[src/rtl/sqw_pkg.sv]
// ----------------------------------------------------------------------------
// sqw_pkg: shared types and constants for the square-wave sound channels
// Holds the input modes, register map, channel control and status structs and the
// length-load and duty-pattern tables.
// ----------------------------------------------------------------------------
package sqw_pkg;

  typedef enum logic [1:0] {
    MODE_TICK  = 2'd0,
    MODE_WRITE = 2'd1,
    MODE_READ  = 2'd2
  } sqw_mode_t;

  localparam logic [15:0] FRAME_PERIOD_RESET = 16'd7457;

  localparam logic [4:0] ADDR_CH_ENABLE  = 5'h15;
  localparam logic [4:0] ADDR_FRAME_CTRL = 5'h17;

  localparam logic [1:0] REG_DUTY      = 2'd0;
  localparam logic [1:0] REG_SWEEP     = 2'd1;
  localparam logic [1:0] REG_PERIOD_LO = 2'd2;
  localparam logic [1:0] REG_PERIOD_HI = 2'd3;

  localparam logic [10:0] PERIOD_MIN = 11'd8;

  typedef struct packed {
    logic       tick;       // step the period timer
    logic       quarter;    // level decay step
    logic       half;       // sweep and length step
    logic       wr_en;
    logic [1:0] wr_reg;
    logic [7:0] wr_data;
    logic       len_clear;
    logic       ones_comp;  // sweep negate in ones complement
  } sqw_ctrl_t;

  typedef struct packed {
    logic [3:0] level_out;  // output after this cycle's timer step
    logic       len_nz;
  } sqw_stat_t;

  function automatic logic [7:0] len_load(input logic [4:0] idx);
    logic [7:0] v;
    case (idx)
      5'd0:  v = 8'd10;   5'd1:  v = 8'd254;  5'd2:  v = 8'd20;  5'd3:  v = 8'd2;
      5'd4:  v = 8'd40;   5'd5:  v = 8'd4;    5'd6:  v = 8'd80;  5'd7:  v = 8'd6;
      5'd8:  v = 8'd160;  5'd9:  v = 8'd8;    5'd10: v = 8'd60;  5'd11: v = 8'd10;
      5'd12: v = 8'd14;   5'd13: v = 8'd12;   5'd14: v = 8'd26;  5'd15: v = 8'd14;
      5'd16: v = 8'd12;   5'd17: v = 8'd16;   5'd18: v = 8'd24;  5'd19: v = 8'd18;
      5'd20: v = 8'd48;   5'd21: v = 8'd20;   5'd22: v = 8'd96;  5'd23: v = 8'd22;
      5'd24: v = 8'd192;  5'd25: v = 8'd24;   5'd26: v = 8'd72;  5'd27: v = 8'd26;
      5'd28: v = 8'd16;   5'd29: v = 8'd28;   5'd30: v = 8'd32;  5'd31: v = 8'd30;
      default: v = 8'd0;
    endcase
    return v;
  endfunction

  // One bit per sequencer position, position 0 in bit 0.
  function automatic logic duty_bit(input logic [1:0] sel, input logic [2:0] pos);
    logic [7:0] pat;
    case (sel)
      2'd0:    pat = 8'b0000_0010;
      2'd1:    pat = 8'b0000_0110;
      2'd2:    pat = 8'b0001_1110;
      2'd3:    pat = 8'b1111_1001;
      default: pat = 8'b0000_0000;
    endcase
    return pat[pos];
  endfunction

endpackage

[src/rtl/square_wave_sound_channels_top.sv]
// ----------------------------------------------------------------------------
// square_wave_sound_channels_top: two square-wave channels and frame sequencer
// Input transactions are CPU ticks, register writes or status reads; each
// gives one result transaction carrying a sample, a status byte or zeros.
// ----------------------------------------------------------------------------
// Usage:
//   in_*  : one transaction per item. in_tuser = mode (tick, write, read),
//           in_tdata = register offset and write byte.
//   out_* : one result per input transaction, in order. out_tuser flags a
//           sample or a status answer; out_tdata carries sample and status.
//   cfg_* : write frame_period (ticks between frame steps) while idle.
// Results: a result is registered on acceptance and shows on out_* once those ahead are taken.
// Throughput: one item per clock while the queue has room. All state updates
//   for an item are done in the cycle of acceptance by one pass of logic
//   through the two channel units and the frame sequencer.
// The results go into a two-entry output queue, so an item is still taken
//   while one finished result waits; in_tready drops only when both entries
//   are full, and comes back on the cycle after the receiver takes one.
// Reset (rst_n low, synchronous) clears all channel and sequencer state,
//   empties the queue and sets frame_period to 7457.
// ----------------------------------------------------------------------------
module square_wave_sound_channels_top
  import sqw_pkg::*;
(
  input  logic        clk,
  input  logic        rst_n,
  // configuration
  input  logic        cfg_wr_en,
  input  logic [15:0] cfg_wr_data,   // frame_period
  // input channel
  input  logic        in_tvalid,
  output logic        in_tready,
  input  logic [15:0] in_tdata,      // [4:0] address, [12:5] write_data, zero above
  input  logic [1:0]  in_tuser,      // [1:0] mode
  // result channel
  output logic        out_tvalid,
  input  logic        out_tready,
  output logic [15:0] out_tdata,     // [4:0] sample, [12:5] read_data, zero above
  output logic [1:0]  out_tuser      // [0] sample_valid, [1] read_valid
);

  typedef struct packed {
    logic       rd_valid;
    logic       smp_valid;
    logic [7:0] rd_data;
    logic [4:0] sample;
  } result_t;

  // --------------------------------------------------------------------------
  // Configuration
  // --------------------------------------------------------------------------
  logic [15:0] frame_period_r;

  always_ff @(posedge clk) begin
    if (!rst_n) begin
      frame_period_r <= FRAME_PERIOD_RESET;
    end else if (cfg_wr_en) begin
      frame_period_r <= cfg_wr_data;
    end
  end

  // --------------------------------------------------------------------------
  // Decode of the accepted transaction
  // --------------------------------------------------------------------------
  logic       accept;
  logic [4:0] addr;
  logic [7:0] wdata;
  logic       is_tick, is_write, is_read;

  assign accept = in_tvalid && in_tready;
  assign addr   = in_tdata[4:0];
  assign wdata  = in_tdata[12:5];

  always_comb begin
    is_tick  = 1'b0;
    is_write = 1'b0;
    is_read  = 1'b0;
    case (sqw_mode_t'(in_tuser))
      MODE_TICK:  is_tick  = accept;
      MODE_WRITE: is_write = accept;
      MODE_READ:  is_read  = accept;
      default: begin
      end
    endcase
  end

  // --------------------------------------------------------------------------
  // Frame sequencer
  // --------------------------------------------------------------------------
  logic        parity_r,  parity_nxt;
  logic [15:0] fdiv_r,    fdiv_nxt;
  logic [2:0]  fstep_r,   fstep_nxt;
  logic        five_r,    five_nxt;
  logic        fflag_r,   fflag_nxt;

  logic        timer_step;
  logic        frame_clk;
  logic [2:0]  step_inc;
  logic        quarter, half;
  logic [15:0] fdiv_inc;

  assign timer_step = is_tick && !parity_r;
  assign frame_clk  = is_tick && (fdiv_r == 16'd0);
  assign step_inc   = fstep_r + 3'd1;
  assign fdiv_inc   = fdiv_r + 16'd1;

  always_comb begin
    quarter = 1'b0;
    half    = 1'b0;
    if (frame_clk) begin
      quarter = (step_inc inside {3'd1, 3'd2, 3'd3, 3'd5});
      half    = (step_inc inside {3'd2, 3'd5});
    end
  end

  always_comb begin
    parity_nxt = parity_r;
    fdiv_nxt   = fdiv_r;
    fstep_nxt  = fstep_r;
    five_nxt   = five_r;
    fflag_nxt  = fflag_r;

    if (is_tick) begin
      parity_nxt = !parity_r;
      // A period of zero compares as one: the divider stays at zero.
      fdiv_nxt   = (fdiv_inc >= frame_period_r) ? 16'd0 : fdiv_inc;
      if (frame_clk) begin
        if ((step_inc == 3'd4 && !five_r) || step_inc >= 3'd5) begin
          fstep_nxt = 3'd0;
        end else begin
          fstep_nxt = step_inc;
        end
      end
    end

    if (is_write && addr == ADDR_FRAME_CTRL) begin
      five_nxt  = wdata[7];
      fflag_nxt = wdata[6];
      fstep_nxt = 3'd0;
    end

    // Drop the frame flag once it has been reported.
    if (is_read) begin
      fflag_nxt = 1'b0;
    end
  end

  always_ff @(posedge clk) begin
    if (!rst_n) begin
      parity_r <= 1'b0;
      fdiv_r   <= '0;
      fstep_r  <= '0;
      five_r   <= 1'b0;
      fflag_r  <= 1'b0;
    end else begin
      parity_r <= parity_nxt;
      fdiv_r   <= fdiv_nxt;
      fstep_r  <= fstep_nxt;
      five_r   <= five_nxt;
      fflag_r  <= fflag_nxt;
    end
  end

  // --------------------------------------------------------------------------
  // Channels
  // --------------------------------------------------------------------------
  sqw_ctrl_t ch_ctrl [2];
  sqw_stat_t ch_stat [2];

  logic ch_reg_hit;
  logic en_write;

  // Channel registers sit at offsets 0..7, channel chosen by bit 2.
  assign ch_reg_hit = is_write && (addr[4:3] == 2'b00);
  assign en_write   = is_write && (addr == ADDR_CH_ENABLE);

  always_comb begin
    for (int c = 0; c < 2; c++) begin
      ch_ctrl[c].tick      = timer_step;
      ch_ctrl[c].quarter   = quarter;
      ch_ctrl[c].half      = half;
      ch_ctrl[c].wr_en     = ch_reg_hit && (addr[2] == c[0]);
      ch_ctrl[c].wr_reg    = addr[1:0];
      ch_ctrl[c].wr_data   = wdata;
      ch_ctrl[c].len_clear = en_write && !wdata[c];
      ch_ctrl[c].ones_comp = (c == 0);
    end
  end

  sqw_pulse u_pulse0 (
    .clk   (clk),
    .rst_n (rst_n),
    .ctrl  (ch_ctrl[0]),
    .stat  (ch_stat[0])
  );

  sqw_pulse u_pulse1 (
    .clk   (clk),
    .rst_n (rst_n),
    .ctrl  (ch_ctrl[1]),
    .stat  (ch_stat[1])
  );

  // --------------------------------------------------------------------------
  // Result for the accepted transaction
  // --------------------------------------------------------------------------
  result_t res;

  always_comb begin
    res = '0;
    if (timer_step) begin
      res.smp_valid = 1'b1;
      res.sample    = {1'b0, ch_stat[0].level_out} + {1'b0, ch_stat[1].level_out};
    end
    if (is_read) begin
      res.rd_valid = 1'b1;
      res.rd_data  = {1'b0, fflag_r, 4'b0000, ch_stat[1].len_nz, ch_stat[0].len_nz};
    end
  end

  // --------------------------------------------------------------------------
  // Two-entry output queue, head in slot 0
  // --------------------------------------------------------------------------
  result_t    q_r [2];
  result_t    q_nxt [2];
  logic [1:0] count_r, count_nxt;
  logic       pop;

  assign in_tready  = (count_r != 2'd2);
  assign out_tvalid = (count_r != 2'd0);
  assign pop        = out_tvalid && out_tready;

  always_comb begin
    q_nxt[0]  = q_r[0];
    q_nxt[1]  = q_r[1];
    count_nxt = count_r;
    if (pop) begin
      q_nxt[0] = q_r[1];
    end
    if (accept) begin
      if (count_r == 2'd0 || (pop && count_r == 2'd1)) begin
        q_nxt[0] = res;
      end else begin
        q_nxt[1] = res;
      end
    end
    case ({accept, pop})
      2'b10:   count_nxt = count_r + 2'd1;
      2'b01:   count_nxt = count_r - 2'd1;
      default: count_nxt = count_r;
    endcase
  end

  always_ff @(posedge clk) begin
    if (!rst_n) begin
      count_r <= '0;
    end else begin
      count_r <= count_nxt;
    end
  end

  always_ff @(posedge clk) begin
    q_r[0] <= q_nxt[0];
    q_r[1] <= q_nxt[1];
  end

  assign out_tdata = {3'b000, q_r[0].rd_data, q_r[0].sample};
  assign out_tuser = {q_r[0].rd_valid, q_r[0].smp_valid};

  // --------------------------------------------------------------------------
  // Assertions
  // --------------------------------------------------------------------------
  a_one_kind: assert property (@(posedge clk) disable iff (!rst_n)
    out_tvalid |-> !(out_tuser[0] && out_tuser[1]))
    else $error("result flags both a sample and a status answer");

  a_sample_range: assert property (@(posedge clk) disable iff (!rst_n)
    (out_tvalid && out_tuser[0]) |-> (out_tdata[4:0] <= 5'd30))
    else $error("sample above the sum of two full levels");

  a_no_stray_sample: assert property (@(posedge clk) disable iff (!rst_n)
    (out_tvalid && !out_tuser[0]) |-> (out_tdata[4:0] == 5'd0))
    else $error("sample bits set on a result without a sample");

  a_push_shows: assert property (@(posedge clk) disable iff (!rst_n)
    (in_tvalid && in_tready) |=> out_tvalid)
    else $error("accepted transaction left no result in the queue");

endmodule

[src/rtl/sqw_pulse.sv]
// ----------------------------------------------------------------------------
// sqw_pulse: one square-wave channel
// Period timer, duty sequencer, level decay, sweep and length counter.
// ----------------------------------------------------------------------------
module sqw_pulse
  import sqw_pkg::*;
(
  input  logic      clk,
  input  logic      rst_n,
  input  sqw_ctrl_t ctrl,
  output sqw_stat_t stat
);

  logic [1:0]  duty_r,     duty_nxt;
  logic        halt_r,     halt_nxt;
  logic        const_r,    const_nxt;
  logic [3:0]  level_r,    level_nxt;
  logic [7:0]  sweep_r,    sweep_nxt;
  logic        reload_r,   reload_nxt;
  logic [2:0]  sdiv_r,     sdiv_nxt;
  logic [10:0] period_r,   period_nxt;
  logic [10:0] pcount_r,   pcount_nxt;
  logic [7:0]  len_r,      len_nxt;
  logic [2:0]  pos_r,      pos_nxt;

  logic [10:0] change;
  logic [10:0] period_hi;

  assign change    = period_r >> sweep_r[2:0];
  assign period_hi = {ctrl.wr_data[2:0], period_r[7:0]};

  always_comb begin
    duty_nxt   = duty_r;
    halt_nxt   = halt_r;
    const_nxt  = const_r;
    level_nxt  = level_r;
    sweep_nxt  = sweep_r;
    reload_nxt = reload_r;
    sdiv_nxt   = sdiv_r;
    period_nxt = period_r;
    pcount_nxt = pcount_r;
    len_nxt    = len_r;
    pos_nxt    = pos_r;

    if (ctrl.tick) begin
      if (pcount_r == 11'd0) begin
        pcount_nxt = period_r;
        pos_nxt    = pos_r + 3'd1;
      end else begin
        pcount_nxt = pcount_r - 11'd1;
      end
    end

    if (ctrl.quarter && halt_r && !const_r) begin
      level_nxt = level_r - 4'd1;
    end

    if (ctrl.half) begin
      if (reload_r) begin
        sdiv_nxt   = sweep_r[6:4];
        reload_nxt = 1'b0;
      end else if (sdiv_r != 3'd0) begin
        sdiv_nxt = sdiv_r - 3'd1;
      end else begin
        sdiv_nxt = sweep_r[6:4];
        if (sweep_r[7]) begin
          if (sweep_r[3]) begin
            period_nxt = period_r - change - {10'd0, ctrl.ones_comp};
          end else begin
            period_nxt = period_r + change;
          end
        end
      end
      if (!halt_r && len_r != 8'd0) begin
        len_nxt = len_r - 8'd1;
      end
    end

    if (ctrl.wr_en) begin
      case (ctrl.wr_reg)
        REG_DUTY: begin
          duty_nxt  = ctrl.wr_data[7:6];
          halt_nxt  = ctrl.wr_data[5];
          const_nxt = ctrl.wr_data[4];
          level_nxt = ctrl.wr_data[3:0];
        end
        REG_SWEEP: begin
          sweep_nxt  = ctrl.wr_data;
          reload_nxt = 1'b1;
        end
        REG_PERIOD_LO: begin
          period_nxt = {period_r[10:8], ctrl.wr_data};
        end
        REG_PERIOD_HI: begin
          period_nxt = period_hi;
          pcount_nxt = period_hi;
          pos_nxt    = 3'd0;
          len_nxt    = len_load(ctrl.wr_data[7:3]);
        end
        default: begin
        end
      endcase
    end

    if (ctrl.len_clear) begin
      len_nxt = 8'd0;
    end
  end

  always_ff @(posedge clk) begin
    if (!rst_n) begin
      duty_r   <= '0;
      halt_r   <= 1'b0;
      const_r  <= 1'b0;
      level_r  <= '0;
      sweep_r  <= '0;
      reload_r <= 1'b0;
      sdiv_r   <= '0;
      period_r <= '0;
      pcount_r <= '0;
      len_r    <= '0;
      pos_r    <= '0;
    end else begin
      duty_r   <= duty_nxt;
      halt_r   <= halt_nxt;
      const_r  <= const_nxt;
      level_r  <= level_nxt;
      sweep_r  <= sweep_nxt;
      reload_r <= reload_nxt;
      sdiv_r   <= sdiv_nxt;
      period_r <= period_nxt;
      pcount_r <= pcount_nxt;
      len_r    <= len_nxt;
      pos_r    <= pos_nxt;
    end
  end

  // Sample uses the stepped duty position and the pre-frame-step state.
  always_comb begin
    stat.len_nz = (len_r != 8'd0);
    if (duty_bit(duty_r, pos_nxt) && period_r >= PERIOD_MIN && len_r != 8'd0) begin
      stat.level_out = level_r;
    end else begin
      stat.level_out = 4'd0;
    end
  end

endmodule
[config.mk]
export PLATFORM = sky130hd
export DESIGN_NAME = square_wave_sound_channels_top
export DESIGN_NICKNAME = d
export VERILOG_FILES = /design/src/rtl/sqw_pkg.sv /design/src/rtl/square_wave_sound_channels_top.sv /design/src/rtl/sqw_pulse.sv
export SDC_FILE = /design/constraint.sdc
export NUM_CORES = 1
export LEC_CHECK = 0
export BUFFER_PORTS_ARGS = -buffer_cell sky130_fd_sc_hd__buf_2
export CORE_ASPECT_RATIO = 0.5
export CORE_MARGIN = 4
export CORE_UTILIZATION = 57
export DETAILED_ROUTE_END_ITERATION = 8
export PLACE_DENSITY = 0.8
export SYNTH_ARGS = -nofsm -noshare
export SYNTH_HDL_FRONTEND = slang
export SYNTH_SLANG_ARGS = --single-unit
[constraint.sdc]
create_clock -name clk -period 4.05 [get_ports clk]
set_input_delay 0 -clock clk [delete_from_list [all_inputs] [get_ports clk]]
set_output_delay 0 -clock clk [all_outputs]
set_load 0.02 [all_outputs]
# Word level (Yosys, flattened, before mapping)
# Memory sizes are Yosys's and may differ from the RTL's.
# Index checks and enable logic that the tools add are counted.
# word_totals
regBits,146
mem_bits_rw,30
romBits,448
input_bits,39
out_inout_bits,20
memories,3
# classes
addsub,20
order_cmp,6
n_eq_ne,26
shift,2
n_mux,78
bitwise_logic,2
n_reduce_logical,59
# memory_table
memory,depth,word_bits,rd,rd_clocked_by_memory_dff,write_ports,line_no,source
(no name shown),32,7,1,0,0,sqw_pkg.sv:44,case (idx)
(no name shown),32,7,1,0,0,sqw_pkg.sv:44,
q_r,2,15,2,0,2,square_wave_sound_channels_top.sv:224,result_t q_r [2];
# op_table
op,n
11-bit two-way mux,20
8-bit two-way mux,8
8-bit case mux with 4 select lines,2
15-bit two-way mux,3
11-bit case mux with 2 select lines,2
3-bit two-way mux,13
"11-bit by 1-bit subtractor with 11-bit output, second input constant",3
4-bit two-way mux,8
30-bit two-way mux,1
1-bit logical AND,23
11-bit adder,2
"11-bit by 4-bit >= comparator with 1-bit output, second input constant",2
11-bit zero test,2
11-bit by 3-bit right shift with 11-bit output,2
11-bit subtractor,2
"16-bit by 1-bit adder with 16-bit output, second input constant",1
"2-bit == test, second input constant",8
16-bit >= comparator,1
16-bit zero test,1
16-bit two-way mux,1
8-bit nonzero test,2
"8-bit by 1-bit subtractor with 8-bit output, second input constant",2
1-bit two-way mux,15
"2-bit by 1-bit == test with 1-bit output, second input constant",6
other kinds (26),63

# Longest topological paths before layout
# Gate-level depths: netlist of run 1.
# logic_depth
depth_word,16
ltp_mapped,22

# Cells and area by module
# From an unflattened synthesis of run 1, not the netlist that was laid out.
# hier_totals
hier_cells,1598
area_unflattened_um2,12752.2
# by_module_without_submodules
module,instances,cells_per_inst,area_each_um2,seq_area_each_um2
sqw_pulse at u_pulse0,1,604,4621.9,1061.0
sqw_pulse at u_pulse1,1,595,4540.6,1061.0
square_wave_sound_channels_top,1,399,3589.7,1401.3

# Least setup slack after synthesis of run 1
# Ideal clock, no wire load.
# synth_path
path_type,flip-flop to flip-flop
startpoint,register count_r[0]
endpoint,"memory q_r[0][18] (netlist name), data pin"
arrival_ps,3693
required_ps,3791
path_slack_ps,99
path_stages_with_launch,19
n_path_buf,3
path_cell_list,dfxtp_1 inv_1 ha_1 or4b_1 buf_2 or2_1 buf_6 or3_4 buf_6 mux2i_4 and3_1 o41a_1 o21ai_2 nor2_1 ha_1 a21o_1 a21oi_1 xnor2_1 and2_1
# synth_rtl
item,line_no,source
"start, declared",square_wave_sound_channels_top.sv:226,"logic [1:0] count_r, count_nxt;"
"start signal, assigned",square_wave_sound_channels_top.sv:258,count_r <= count_nxt;
"end, declared",square_wave_sound_channels_top.sv:224,

==> results.yml, run 1 <==
synthesis:
  synth_edf_count: 10
  ys_top_cells_by_area: "dfxtp_1, ha_1, mux2i_1"
  synth_flop_cell: "dfxtp_1"
  yosysSeqAreaShare_pct: 30.41
  synth.cells.most_frequent: "nor2_1, dfxtp_1, nand2_1, a21oi_1, inv_1"
  avgSynthCellArea_um2: 7.985
  yosys.cell_types.count: 84
  synth_top_cell_by_area: "dfxtp_1"
  synth_async_sr_flop_share_pct: 0
  synthCells: 1451
  synth_top_cell_area_share_pct: 27.82
  ys_seq_elements: 171
  netlist_area_um2: 11590
  ys_warn_count: 0
  synth_most_common_cell: "nor2_1"
critical_path:
  crit_path_start_kind: "flip-flop"
  crit_chain: "inv_2 -> ha_4 -> or4b_4 -> or2_1 -> or3_4 -> mux2i_4 -> a21oi_2 -> o22ai_1 -> a21oi_1 -> o21ai_2 -> nor2_2 -> ha_2 -> inv_2 -> fa_2 -> nor2b_4 -> o21ai_2 -> a21oi_2 -> nand2_1 -> o21ai_1"
  endpoint_kind: "flip-flop"
  r2r_cells: 19
  path_buf_inv: 2
  worst-endpoint-arrival_ns: 4.42
  rr_startpoint: "count_r[0]"
  rrSetupSlack_ns: -0.009
  critPathMaxStageDelay_ns: 0.53
  cp_top_family: "simple AND/OR/NAND/NOR gates"
  crit_fanout: 6
  critPathRequiredTime_ns: 4.41
  critPathSlowestCell: "or4b_4"
  crit_type: "reg -> reg"
  reg2reg_to: "q_r[0][4]"
cells_and_area:
  fin_util_pct: 65.91
  final_nets: 1627
  n_antenna_cell: 0
  drive_gt1_share_pct: 12.00
  syn_to_final_growth_pct: 12.24
die:
  dieArea_um2: 22810
  rows: 36
  die_w_um: 209.6
  design.core.area_um2: 19730
  fp.dieH_um: 108.8
  ios: 59
  start_util_pct: 58.73
timing:
  finalCritPeriodShare_pct: 100.2
  rsz0062_at_grt: "yes"
  fmax_mhz: 246.3
  setup_ws_ns: -0.009497
  relSlewSlack_pct: 26.65
  hold_violations: 0
  tightest_slew_ns: 1.098
  finalMaxSlewViolations: 0
  fin_skew_ns: 0.01062
  finalSetupViolCount: 2
  fin_crit_ns: 4.059
  tns_ns: -0.01343
cts:
  clk_latency_ns: 0.44
  cts_made_buffers: 17
  ctsHtreeMaxLevel: 4
  clk_pin_slew_ns: 0.07
  root_buffer: "clkbuf_16"
  clk_path_buf_depth: 2
  clock_sinks: 171
  cts_tree: "yes"
place:
  place_congestion: 0.9281
  place_ws_ns: -0.04989
  port_buffers: 52
  hpwl_um: 21910
routing:
  firstDrtPassIters: 5
  num_vias: 10736
  drtIter0Drc: 1033
  routed_wl_um: 30950
  wire_per_inst_um: 17.44
  via_per_inst: 6.052
  drc_errors: 0
  ant_nets: 0
min_path:
  min-delay-start: "in_tdata[9]"
  hp-class: "in -> reg"
  whs_path_depth: 3
  hold_path_end: "u_pulse0.sweep_r[4]"
global_route:
  grt_pass1_vias: 10446
  track_usage_pct: 26.64
  grt_max_degree: 89
  grt_pass1_wl_um: 50160
  gr-total-overflow: 0
  antenna_found_initial: 0
run_status:
  violations: "negative setup slack"
  status: "finished, violations left"
power_and_ir_drop:
  p_per_area_nw_per_um2: 353.4
  ir_drop_mv: 0.2892
  power.leakage_nw: 5.396
flow_run:
  maxCapViolCount: 0
[area by class of cell]
type                            count  area (um2)
Fill cell                        1608        6725
Timing Repair Buffer              119       837.1
Sequential cell                   171        3526
Inverter                           99       371.6
Multi-Input combinational cell   1087        7361
Clock inverter                     10       90.09
Tap cell                          266       332.8
Clock buffer                       22       485.5
[state kept, by name, indices dropped and copies added, names as in the netlist, 3 cells and up]
signal and count:
u_pulse1.sweep_r 8, u_pulse0.period_r 11, u_pulse0.pos_r 3, q_r 25, u_pulse0.sweep_r 8, frame_period_r 16, fstep_r 3, u_pulse0.len_r 8
u_pulse1.pcount_r 11, u_pulse0.sdiv_r 3, u_pulse0.pcount_r 11, u_pulse1.pos_r 3, u_pulse1.period_r 11, fdiv_r 16, u_pulse1.sdiv_r 3, u_pulse1.len_r 8
u_pulse1.level_r 4, u_pulse0.level_r 4
[metal layers]
| metal | vias up | part of all wire, % | GRT usage, % |
|---|---|---|---|
| met4 | 0 | 2.4 | 9.539 |
| met5 | - | 0 | 0 |
| met3 | 65 | 7.7 | 4.599 |
| met2 | 435 | 47 | 46.34 |
| li1 | 5119 | - | - |
| met1 | 5117 | 43 | 33.82 |
[metrics by stage]
| step | hold WS, ns | area, um2 | power [mW] | cells |
|---|---|---|---|---|
| after floorplan | 0.1262 | 11590 | 2.691 | 1453 |
| after global placement | 0.2167 | 12030 | 2.870 | 1712 |
| after detailed placement | 0.2217 | 12030 | 2.913 | 1712 |
| after CTS | 0.005031 | 12850 | 4.547 | 1767 |
| after global routing | 0.02548 | 13000 | 4.799 | 1774 |
| final | 0.02494 | 13000 | 4.595 | 1774 |
[where the power goes]
group / leakage [nW] / switching (mW) / internal, mW
sequential: 1.40 / 0.0873 / 1.83
clock: 0.277 / 0.707 / 0.915
combinational: 3.72 / 0.645 / 0.408
[logic make-up after synthesis]
| kind of cell | share of synthesized area, % |
|---|---|
| AOI/OAI and AO/OA | 17.92 |
| xor gates and xnor gates | 5.756 |
| adders and majority gates | 10.30 |
| buffers and inverters | 7.073 |
| DFF | 30.41 |
| muxes | 7.289 |
| other | 0.03237 |
| and+or+nand+nor | 21.22 |
[what timing repair did]
action,4_1_cts,5_1_grt
pin swaps,5,17
gates resized for setup,4,32
gates cloned,0,0
hold endpoints to repair,22,0
hold buffers,23,0
setup endpoints to repair,2,12
setup buffers,0,7
[worst min-delay path: stages]
cell and delay, ns:
buf_2 0.22, nand3_1 0.12, a21oi_1 0.06
[worst max-delay path by stage]
| stage | endpoint | slack (ns) | depth (start not counted) | from |
|---|---|---|---|---|
| floorplan | q_r[0][18] | 0.1 | 18 | count_r[0] |
| global placement | q_r[0][18] | 0.17 | 15 | count_r[0] |
| detailed placement | q_r[0][4] | -0.05 | 19 | count_r[0] |
| CTS | q_r[0][4] | 0.002 | 19 | count_r[0] |
| global route | q_r[0][4] | -0.17 | 19 | count_r[0] |
| finish | q_r[0][4] | -0.009 | 19 | count_r[0] |
[placed cells by master, fill, tap and decap left out, types with 11 or more instances in the layout]
cell,count
nand2_1,116
or3_1,14
buf_4,42
dlygate4sd3_1,23
o22ai_1,12
a21oi_1,99
nand3_1,34
a21o_1,14
buf_2,52
nor4_1,13
xnor2_1,40
nand2b_1,28
o211ai_1,21
a31oi_1,13
xor2_1,33
mux2i_1,71
dfxtp_1,159
nor2_1,172
nor2b_1,16
inv_1,93
and3_1,11
ha_1,87
a211oi_1,30
nor3_1,34
clkbuf_16,18
o21ai_0,74
No activity file was read; power rests on OpenSTA's default activity.
==> run 2: changes to the inputs <==
Settings changed: SYNTH_HIERARCHICAL set to 1.
==> results.yml, run 2 <==
synthesis:
  synth_top_cell_by_area: "dfxtp_1"
  ys_seq_elements: 171
  ys_warn_count: 6
  synth_flop_cell: "dfxtp_1"
  yosysSeqAreaShare_pct: 27.63
  synth_edf_count: 10
  ys_top_cells_by_area: "dfxtp_1, ha_1, mux2i_1"
  netlist_area_um2: 12750
  synth_top_cell_area_share_pct: 25.27
  synth.cells.most_frequent: "nor2_1, dfxtp_1, inv_1, nand2_1, ha_1"
  avgSynthCellArea_um2: 7.980
  yosys.cell_types.count: 95
  synth_async_sr_flop_share_pct: 0
  synth_most_common_cell: "nor2_1"
  synthCells: 1598
power_and_ir_drop:
  p_per_area_nw_per_um2: 316.4
  swShare_pct: 29.76
  p_comb_share_pct: 19.6
  power_frac_seq_pct: 41.8
  finalPower_mw: 4.498
  p_int_mw: 3.159
  p_sw_mw: 1.338
  ir_drop_mv: 0.3092
  p_clk_share_pct: 38.6
  power.leakage_nw: 5.980
routing:
  wire_per_inst_um: 18.06
  met1_length_um: 15420
  routed-wl-met2_um: 16560
  via_per_inst: 6.123
  routed_wl_um: 35280
  drtIter0Drc: 1325
  num_vias: 11958
  met3_length_um: 2250
  ant_nets: 0
  firstDrtPassIters: 6
  drc_errors: 0
  top_layer: "met5"
die:
  start_util_pct: 58.43
  dieArea_um2: 24970
  ios: 59
  design.core.area_um2: 21820
  die_w_um: 219.5
  rows: 38
  fp.dieH_um: 113.8
cells_and_area:
  fin_area_um2: 14210
  drive_gt1_share_pct: 10.95
  syn_to_final_growth_pct: 11.47
  final_nets: 1801
  n_antenna_cell: 0
  largest_register_ffs: 25
  final_cells: 1953
  layout_commonest_cell: "nor2_1"
  layout_common_cells: "nor2_1, dfxtp_1, inv_1"
  regMostFlops: "q_r"
  reg_top3: "q_r (25), fdiv_r (16), frame_period_r (16)"
run_status:
  status: "completed"
global_route:
  antenna_found_initial: 1
  track_usage_pct: 27.71
  grt_pass1_wl_um: 56930
  grt_max_degree: 40
  gr-total-overflow: 0
  grt_pass1_vias: 11671
timing:
  fmax_mhz: 253.6
  tightest_slew_ns: 1.040
  hold_violations: 0
  finalMaxSlewViolations: 0
  finalSetupViolCount: 0
  tns_ns: 0
  setup_ws_ns: 0.1064
  relSlewSlack_pct: 30.62
  fin_crit_ns: 3.944
  finalCritPeriodShare_pct: 97.37
  fin_skew_ns: 0.008759
critical_path:
  rr_startpoint: "count_r[0]"
  crit_path_start_kind: "flip-flop"
  crit_type: "reg -> reg"
  startpoint: "count_r[0]"
  endpoint_kind: "flip-flop"
  r2r_cells: 16
  worst-endpoint-arrival_ns: 4.14
  crit_fanout: 5
  critPathRequiredTime_ns: 4.25
place:
  post_dp_cell_area_um2: 13220
  place_congestion: 0.9709
  place_ws_ns: -0.05032
  hpwl_um: 24880
  port_buffers: 52
  dp.cells: 1893
min_path:
  hp-class: "in -> reg"
  whs_path_depth: 3
  min-delay-start: "in_tdata[6]"
cts:
  root_buffer: "clkbuf_16"
  clk_pin_slew_ns: 0.07
  cts_tree: "yes"
  ctsHtreeMaxLevel: 4
  clock_sinks: 171
  clk_path_buf_depth: 2
  clk_latency_ns: 0.44
  cts_made_buffers: 17
flow_run:
  maxCapViolCount: 0
[run 2: cell types whose count changed in the layout (fill, tap and decap cells not counted), sizes merged, moves of 16 or more]
cell / delta
xor2: -19
nor2b: +16
ha: +25
inv: +41
nor3: -16
[run 2: worst paths after layout]
kind | to | slack, ns
min | u_pulse1/pcount_r[9] | 0.02
max reg2reg | q_r[0][19] | 0.11
min reg2reg | q_r[0][12] | 0.47
max | q_r[0][19] | 0.11
[run 2: layout make-up]
class	instances	area, um2
clock buffer	18	429.2
sequential	171	3527
multi-input combinational	1201	8427
tap	300	375.4
clock inverter	13	175.2
fill	1788	7609
inverter	138	518.0
timing repair buffer	112	763.2
[run 2: cells by family after synthesis]
group	after synthesis	share of synthesized area, %
buf+inv	229	7.359
other cells	2	0.05889
mux	87	7.270
flops	171	27.63
simple gates	546	21.98
xor+xnor	62	4.258
compound gates	380	19.16
fa+ha+maj	121	12.28
[run 2: per-stage QoR]
stage	hold slack (ns)	utilization, %
floorplan	0.1289	-
detailed placement	0.2221	60.59
global placement	0.2199	60.59
global route	0.009471	65.14
CTS	0.001991	64.24
finish	0.02446	65.14
[run 2: power groups by stage]
stage / registers (mW) / logic (mW) / clock network (mW)
6_report: 1.88 / 0.880 / 1.74
3_5_place_dp: 1.91 / 0.812 / 0
2_1_floorplan: 1.89 / 0.624 / 0
3_3_place_gp: 1.91 / 0.781 / 0
4_1_cts: 1.88 / 0.840 / 1.74
5_1_grt: 1.89 / 0.953 / 1.83
[run 2: critical path, stage by stage (launching register included)]
cell	delay [ns]
dfxtp_2	0.34
inv_2	0.05
ha_4	0.17
nor4b_4	0.28
or2b_1	0.28
inv_2	0.15
nand2_2	0.07
and4b_1	0.32
mux2_4	0.33
or4_4	0.49
nand4b_4	0.14
a21oi_1	0.12
ha_4	0.19
fa_2	0.36
a21o_1	0.18
a21oi_2	0.17
nor2_2	0.05
[run 2: timing repair]
action,CTS,global route
gates resized for setup,2,27
endpoints found under the setup margin,2,7
hold buffers,18,0
endpoints found under the hold margin,18,0
setup buffers,1,10
pin swaps,0,7
[run 2: routing by layer]
layer,vias to the layer above,GRT usage (%)
li1,5706,-
met1,5716,34.86
met2,445,47.20
met3,89,5.643
met4,2,10.60
met5,-,0
==> run 3: changes to the inputs <==
Settings changed: PLACE_DENSITY 0.8 to 0.82, RECOVER_POWER set to 50.
==> results.yml, run 3 (same netlist as run 2, synthesis figures left out) <==
cts:
  root_buffer: "clkbuf_16"
  clk_latency_ns: 0.44
  clk_path_buf_depth: 2
  cts_made_buffers: 17
  clock_sinks: 171
  ctsHtreeMaxLevel: 4
  cts_tree: "yes"
  clk_pin_slew_ns: 0.07
routing:
  ant_nets: 0
  firstDrtPassIters: 6
  wire_per_inst_um: 17.19
  via_per_inst: 6.064
  num_vias: 11867
  drtIter0Drc: 1112
  routed_wl_um: 33650
  drc_errors: 0
critical_path:
  crit_fanout: 5
  reg2reg_to: "q_r[0][19]"
  crit_type: "reg -> reg"
  rr_startpoint: "count_r[0]"
  endpoint: "q_r[0][19]"
  endpoint_kind: "flip-flop"
  r2r_cells: 18
  critPathRequiredTime_ns: 4.24
  startpoint: "count_r[0]"
  rrSetupSlack_ns: 0.06
  crit_path_start_kind: "flip-flop"
  worst-endpoint-arrival_ns: 4.18
cells_and_area:
  reg_top3: "q_r (25), fdiv_r (16), frame_period_r (16)"
  fillers: 1731
  regMostFlops: "q_r"
  fin_area_um2: 14250
  drive_gt1_share_pct: 10.38
  largest_register_ffs: 25
  final_cells: 1957
  fin_util_pct: 65.31
  layout_common_cells: "nor2_1, dfxtp_1, inv_1"
  final_nets: 1804
  syn_to_final_growth_pct: 11.76
  n_antenna_cell: 0
power_and_ir_drop:
  power.leakage_nw: 5.943
  swShare_pct: 30.49
  power_frac_seq_pct: 42.1
  p_comb_share_pct: 19.5
  p_clk_share_pct: 38.4
  ir_drop_mv: 0.2863
  p_int_mw: 3.094
  p_sw_mw: 1.357
  p_per_area_nw_per_um2: 312.3
global_route:
  grt_max_degree: 40
  grt_pass1_vias: 11509
  antenna_found_initial: 0
  grt_pass1_wl_um: 54900
  gr-total-overflow: 0
  track_usage_pct: 26.54
flow_run:
  maxCapViolCount: 1
place:
  place_ws_ns: -0.05646
  place_congestion: 0.9170
  dp.cells: 1897
  post_dp_cell_area_um2: 13250
  hpwl_um: 23910
  port_buffers: 52
timing:
  fmax_mhz: 250.6
  relSlewSlack_pct: -2.402
  finalMaxSlewViolations: 34
  setup_ws_ns: 0.05958
  fin_crit_ns: 3.990
  finalSetupViolCount: 0
  tns_ns: 0
  finalCritPeriodShare_pct: 98.53
  tightest_slew_ns: 1.536
  hold_violations: 0
  fin_skew_ns: 0.01016
die:
  design.core.area_um2: 21820
  fp.dieH_um: 113.8
  ios: 59
  start_util_pct: 58.43
  dieArea_um2: 24970
  die_w_um: 219.5
  rows: 38
run_status:
  status: "finished, violations left"
  violations: "max-capacitance violations, max-slew violations"
min_path:
  hp-class: "in -> reg"
==> run 3: cell type report <==
| class | instances | area [um2] | share of cell area [%] |
|---|---|---|---|
| multi-input cells | 1201 | 8453 | 59.31 |
| clock buffers | 19 | 452.9 | 3.178 |
| repair buffers | 115 | 769.5 | 5.399 |
| flip-flops and latches | 171 | 3525 | 24.73 |
| clock inverters | 13 | 156.4 | 1.097 |
| well taps | 300 | 375.4 | 2.634 |
| inverters | 138 | 520.5 | 3.652 |
==> run 3: worst min path at each step <==
stage,from,end,slack [ns],cells past startpoint
finish,in_tdata[5],u_pulse0/level_r[0],0.05,3
global route,in_tdata[5],u_pulse1/level_r[0],0.06,3
CTS,in_tdata[5],u_pulse0/level_r[0],0.01,3
detailed placement,cfg_wr_data[5],frame_period_r[5],0.23,3
global placement,cfg_wr_data[8],frame_period_r[8],0.22,3
floorplan,cfg_wr_data[0],frame_period_r[0],0.13,2
==> run 3: critical path, cell delays in order (launching register included) <==
cell	delay, ns
dfxtp_2	0.35
inv_2	0.06
ha_4	0.17
nor4b_4	0.27
or2b_4	0.33
inv_4	0.09
nand3b_1	0.17
buf_6	0.18
or3_4	0.43
a31oi_4	0.21
a211oi_2	0.10
a31oi_2	0.21
buf_4	0.17
nor2_2	0.04
ha_2	0.21
fa_2	0.40
a21o_1	0.18
a21oi_2	0.12
nor2_2	0.05
==> run 3: power by group through the flow <==
stage / logic, mW / registers [mW] / clock network, mW
6_report: 0.868 / 1.87 / 1.71
3_5_place_dp: 0.801 / 1.91 / 0
4_1_cts: 0.830 / 1.87 / 1.73
5_1_grt: 0.948 / 1.88 / 1.79
2_1_floorplan: 0.624 / 1.89 / 0
3_3_place_gp: 0.772 / 1.90 / 0
==> run 3: routing by layer <==
| layer | global-route usage (%) | part of all wire [%] | vias up |
|---|---|---|---|
| li1 | - | - | 5739 |
| met1 | 33.33 | 43 | 5582 |
| met2 | 46.93 | 47 | 454 |
| met3 | 4.046 | 6.5 | 92 |
| met4 | 8.961 | 2.8 | 0 |
| met5 | 0 | 0 | - |
==> run 3: through the flow <==
stage | power [mW] | hold slack (ns)
5_1_grt | 4.626 | 0.05564
4_1_cts | 4.425 | 0.01006
2_1_floorplan | 2.511 | 0.1289
6_report | 4.451 | 0.04782
3_5_place_dp | 2.707 | 0.2262
3_3_place_gp | 2.672 | 0.2153
==> run 3: repair_timing <==
action	4_1_cts	5_1_grt
setup buffers	0	7
resized for setup	5	29
endpoints found under the hold margin	21	0
pin swaps	2	13
hold buffers	21	0
gates cloned	0	0
setup endpoints to repair	5	8
